### src/sv/f12te_ram.sv
// ----------------------------------------------------------------------------
// f12te_ram
// generic simple dual-port ram, one write port, one registered read port
// ----------------------------------------------------------------------------
module f12te_ram #(
    parameter int WIDTH = 8,
    parameter int DEPTH = 512
) (
    input  logic                     clk,
    input  logic                     we,
    input  logic [$clog2(DEPTH)-1:0] waddr,
    input  logic [WIDTH-1:0]         wdata,
    input  logic [$clog2(DEPTH)-1:0] raddr,
    output logic [WIDTH-1:0]         rdata
);

    logic [WIDTH-1:0] mem [DEPTH];

    always_ff @(posedge clk)
    begin
        if (we)
        begin
            mem[waddr] <= wdata;
        end
        rdata <= mem[raddr];
    end

endmodule

### config.mk
export PLATFORM = sky130hd
export DESIGN_NAME = f12te_ram
export DESIGN_NICKNAME = d
export VERILOG_FILES = /design/src/sv/f12te_ram.sv
export SDC_FILE = /design/constraint.sdc
export NUM_CORES = 2
export LEC_CHECK = 0
export BUFFER_PORTS_ARGS = -buffer_cell sky130_fd_sc_hd__buf_2
export CELL_PAD_IN_SITES_DETAIL_PLACEMENT = 1
export CELL_PAD_IN_SITES_GLOBAL_PLACEMENT = 1
export CORE_ASPECT_RATIO = 0.7
export CORE_MARGIN = 2
export CORE_UTILIZATION = 45
export DETAILED_ROUTE_END_ITERATION = 12
export PLACE_DENSITY_LB_ADDON = 0.1
export SETUP_SLACK_MARGIN = 0.15
export SKIP_CTS_REPAIR_TIMING = 1
export SLEW_MARGIN = 30
export SYNTH_ARGS = -nofsm -noshare
export SYNTH_HDL_FRONTEND = slang
export SYNTH_SLANG_ARGS = --single-unit
### constraint.sdc
create_clock -name clk -period 5.1 [get_ports clk]
set_input_delay 0.255 -clock clk [delete_from_list [all_inputs] [get_ports clk]]
set_output_delay 0.255 -clock clk [all_outputs]
set_load 0.02 [all_outputs]
== Yosys cells after proc, flatten, opt, wreduce, memory -nomap -nowiden ==
Memories as Yosys holds them, arrays and structs flattened. A register that Yosys moved wholly into a read port is not among the register bits.
Index checks and enable logic that the tools add are counted.
Word-level totals
  bits in registers: 0
  RAM bits: 4096
  output and inout port bits: 8
  word-level logic and storage cells: 3
  memories kept: 1
Memory list
  mem: words 512, width 8, read ports 1, clocked after memory_dff 1, write ports 1, RTL line 17  | logic [WIDTH-1:0] mem [DEPTH];
Operators by class
  multiplexer cells: 2
Operators with widths (number)
  1-bit two-way mux: 2

== Logic depth before layout (Yosys ltp) ==
  depth in word-level cells: 2
  depth in mapped cells: 12
  mapped depth without buffers: 7

== Worst setup path after synthesis ==
OpenSTA, ideal clock, no wires.
  kind: input port to flip-flop
  from: input raddr[0]
  to: register rdata[0] (read register of mem)
  setup time: 0.118 ns
  arrival: 2.109 ns
  path slack: 2.873 ns
  stages: 10
  cells stage by stage: buf_4 > buf_12 > buf_12 > buf_2 > mux4_2 > o21ai_0 > nand3_1 > nand4_1 > o21ai_0 > o2111a_1
RTL lines
  start: declaration: RTL line 13  | input logic [$clog2(DEPTH)-1:0] raddr,
  end: declaration: RTL line 14  | output logic [WIDTH-1:0] rdata

==> results.md <==
- Antenna violations before repair: 26
- R2R Path Start: mem[259][2]
- Final setup fails: 0
- Vias in the first global route: 83820
- Die X: 716.5 um
- Multi-input gate area: 34220 um2
- Slowest-stage cell, CP: o21ai_0
- Worst setup path category: in -> reg
- Ys Warns: 0
- Most used DFF post-synth: edfxtp_1
- Residual DRC count: 0
- Row count: 183
- Clock Latency Late Sink: 950 ps
- Synth cell count leaders: edfxtp_1, mux2i_1, mux4_2
- Post-DR vias/cell: 6.266
- Post-synth EDFFs: 4096
- Global Route Usage Sum: 26.21%
- Max-slew violations: 0
- HP Class: in -> reg
- Most numerous cell in the Yosys netlist: edfxtp_1
- CP Max Fanout: 87
- Total Wirelength: 474900 um
- Syn Inst Count: 8030
- Hold path startpoint: raddr[3]
- Filler cells: 31510
- Clk root buf: clkbuf_16
- Die Ht: 502.8 um
- Fin nets: 8224
- Leakage: 56.19 nW
- Most frequent CP cell: buf_12
- Yosys top cell area share: 76.91%
- CP bufs+invs: 3
- Syn avg cell area: 19.92 um2
- Fmax: 278.5 MHz
- Core area: 354400 um2
- CP Capture Type: flop
- Final hold violations: 0
- Clock skew: 31.01 ps
- Detailed Place HPWL: 292900 um
- Clock buffer depth: 4
- Synth area leaders: edfxtp_1, mux4_2, mux2i_1, o221ai_1, nor2_1
- Initial Utilization: 45.12%
- Max_slew headroom: 24.66%
- Final Cycle Share: 70.40%
- Tightest Pin Transition: 1130 ps
- IR drop worst, VDD: 0.2959 mV
- Clock-pin slew on the worst setup and hold paths: 60 ps
- Max H-tree Level: 5
- Register area: 123200 um2
- CP cell instances: buf_8, nand2b_4, buf_12, buf_12, o221ai_1, a21oi_1, o21ai_0, nand4_1, nand2_1, o2111a_1
- DR iter-0 viols: 10420
- Layout cell share with drive strength beyond 1: 18.39%
- Post-layout minimum cycle time: 3591 ps
- Total power: 0.07043 W
- Post-Syn Area: 159900 um2
- Placed Instances: 12510
- WL/cell: 35.85 um
- Largest stage delay, worst path: 810 ps
- Synth area leader: edfxtp_1
- # IOs: 36
- Die ar.: 360300 um2
- Antenna viol nets, final: 0
- Pin count of the biggest net entering global routing: 157
- Crit path launch: raddr[1]
- Worst EP required: 5960 ps
- Worst EP arrival: 4460 ps
- Post-Synthesis Net Count: 8058
- TritonCTS clock tree: built
- RSZ-0062 raised after global routing: no
- Sink Count: 4104
- CTS buffer count: 397
- Gpl congestion: 0.8417
- Vias after detailed routing: 83000
- Final non-filler cell total: 13250
- Synth-to-layout area growth: 11.97%
- P per Cell Area: 393.3 nW/um2
- First-pass GRT wire length: 668800 um
- Max-Cap Viols: 0
- Worst path top cell family by delay: simple AND/OR/NAND/NOR gates
- Status: finished, final reports clean
- Worst Setup Start Kind: input pin
- Async SR Flop Fraction: 0%
- GRT overflow: 0
- FF+latch count, synth: 4104
- Synth cell types: 51
- Sequential element share of the synthesized area: 77.01%
- Pre-Repair DR Iteration Count: 6
- IO buf count: 35
## worst reg2reg max path, delay by kind of cell, from the launching register on
family / cells / cell delay, ps
compound gates: 3 / 690
buf+inv: 1 / 260
flops: 1 / 340
mux: 1 / 90
simple gates: 3 / 1970
## worst paths after layout
| path | to | cells past startpoint | slack [ps] |
|---|---|---|---|
| hold / removal | rdata[4] | 4 | 160 |
| hold reg to reg | rdata[4] | 4 | 1200 |
| setup / recovery | rdata[4] | 10 | 1510 |
| setup reg to reg | rdata[2] | 8 | 1700 |
## cells by family after synthesis
group,Yosys count,share of synthesized area (%)
AOI/OAI and AO/OA,979,4.313
muxes,1451,14.20
DFF,4104,77.01
and+or+nand+nor,980,2.631
buffers and inverters,516,1.849
## layer usage
layer	wire (um)	vias to the layer above	share of wire [%]	track usage, %
met5	8	-	0.0017	0
met2	207800	3423	44	38.08
li1	-	33810	-	-
met1	217200	45270	46	41.05
met3	40710	503	8.6	5.582
met4	9120	2	1.9	5.057
## area by class of cell
| type | instances | area share [%] |
|---|---|---|
| Clock buffer | 477 | 5.798 |
| Antenna cell | 8 | 0.01118 |
| Inverter | 3 | 0.01048 |
| Clock inverter | 248 | 1.339 |
| Tap cell | 4717 | 3.296 |
| Sequential cell | 4104 | 68.78 |
| Timing Repair Buffer | 280 | 1.662 |
| Multi-Input combinational cell | 3410 | 19.11 |
## through the flow
step / TNS (ps) / instance area, um2 / utilization, % / worst slack (ps) / hold slack, ps
global placement: -0.3122 / 165900 / 46.81 / -0.3122 / 719.3
global route: 0 / 179100 / 50.52 / 1525 / 104.5
finish: 0 / 179100 / 50.52 / 1509 / 159.0
detailed placement: 0 / 166100 / 46.86 / 708.7 / 722.0
floorplan: 0 / 159900 / - / 2873 / 353.9
CTS: 0 / 178900 / 50.47 / 1701 / -319.3
## sequential cells by signal, summed over array words and instances (netlist names)
name	count
mem	4096
rdata	8
## cell usage in the layout, fill, tap and decap left out, drive strengths merged, types with 13 or more instances in the layout
| cell | n |
|---|---|
| o21ai | 119 |
| inv | 15 |
| clkinvlp | 14 |
| a22oi | 61 |
| nand2 | 111 |
| mux4 | 654 |
| clkinv | 179 |
| o221ai | 372 |
| nor3 | 109 |
| edfxtp | 4096 |
| and2 | 20 |
| o31ai | 13 |
| buf | 271 |
| bufinv | 43 |
| clkbuf | 478 |
| mux2i | 797 |
| nor4 | 36 |
| nand4 | 32 |
| a21oi | 194 |
| o22ai | 163 |
| nor2 | 597 |
| a211oi | 17 |
| nand3 | 36 |
## power by group
part	total [W]	leakage, nW	internal, W	switching (W)
registers	0.0372	36.9	0.0371	0.0000355
logic	0.00364	13.1	0.00110	0.00255
clock network	0.0296	6.24	0.0167	0.0129
total	0.0704	56.2	0.0549	0.0155
Power figures use the tool's default switching activity.
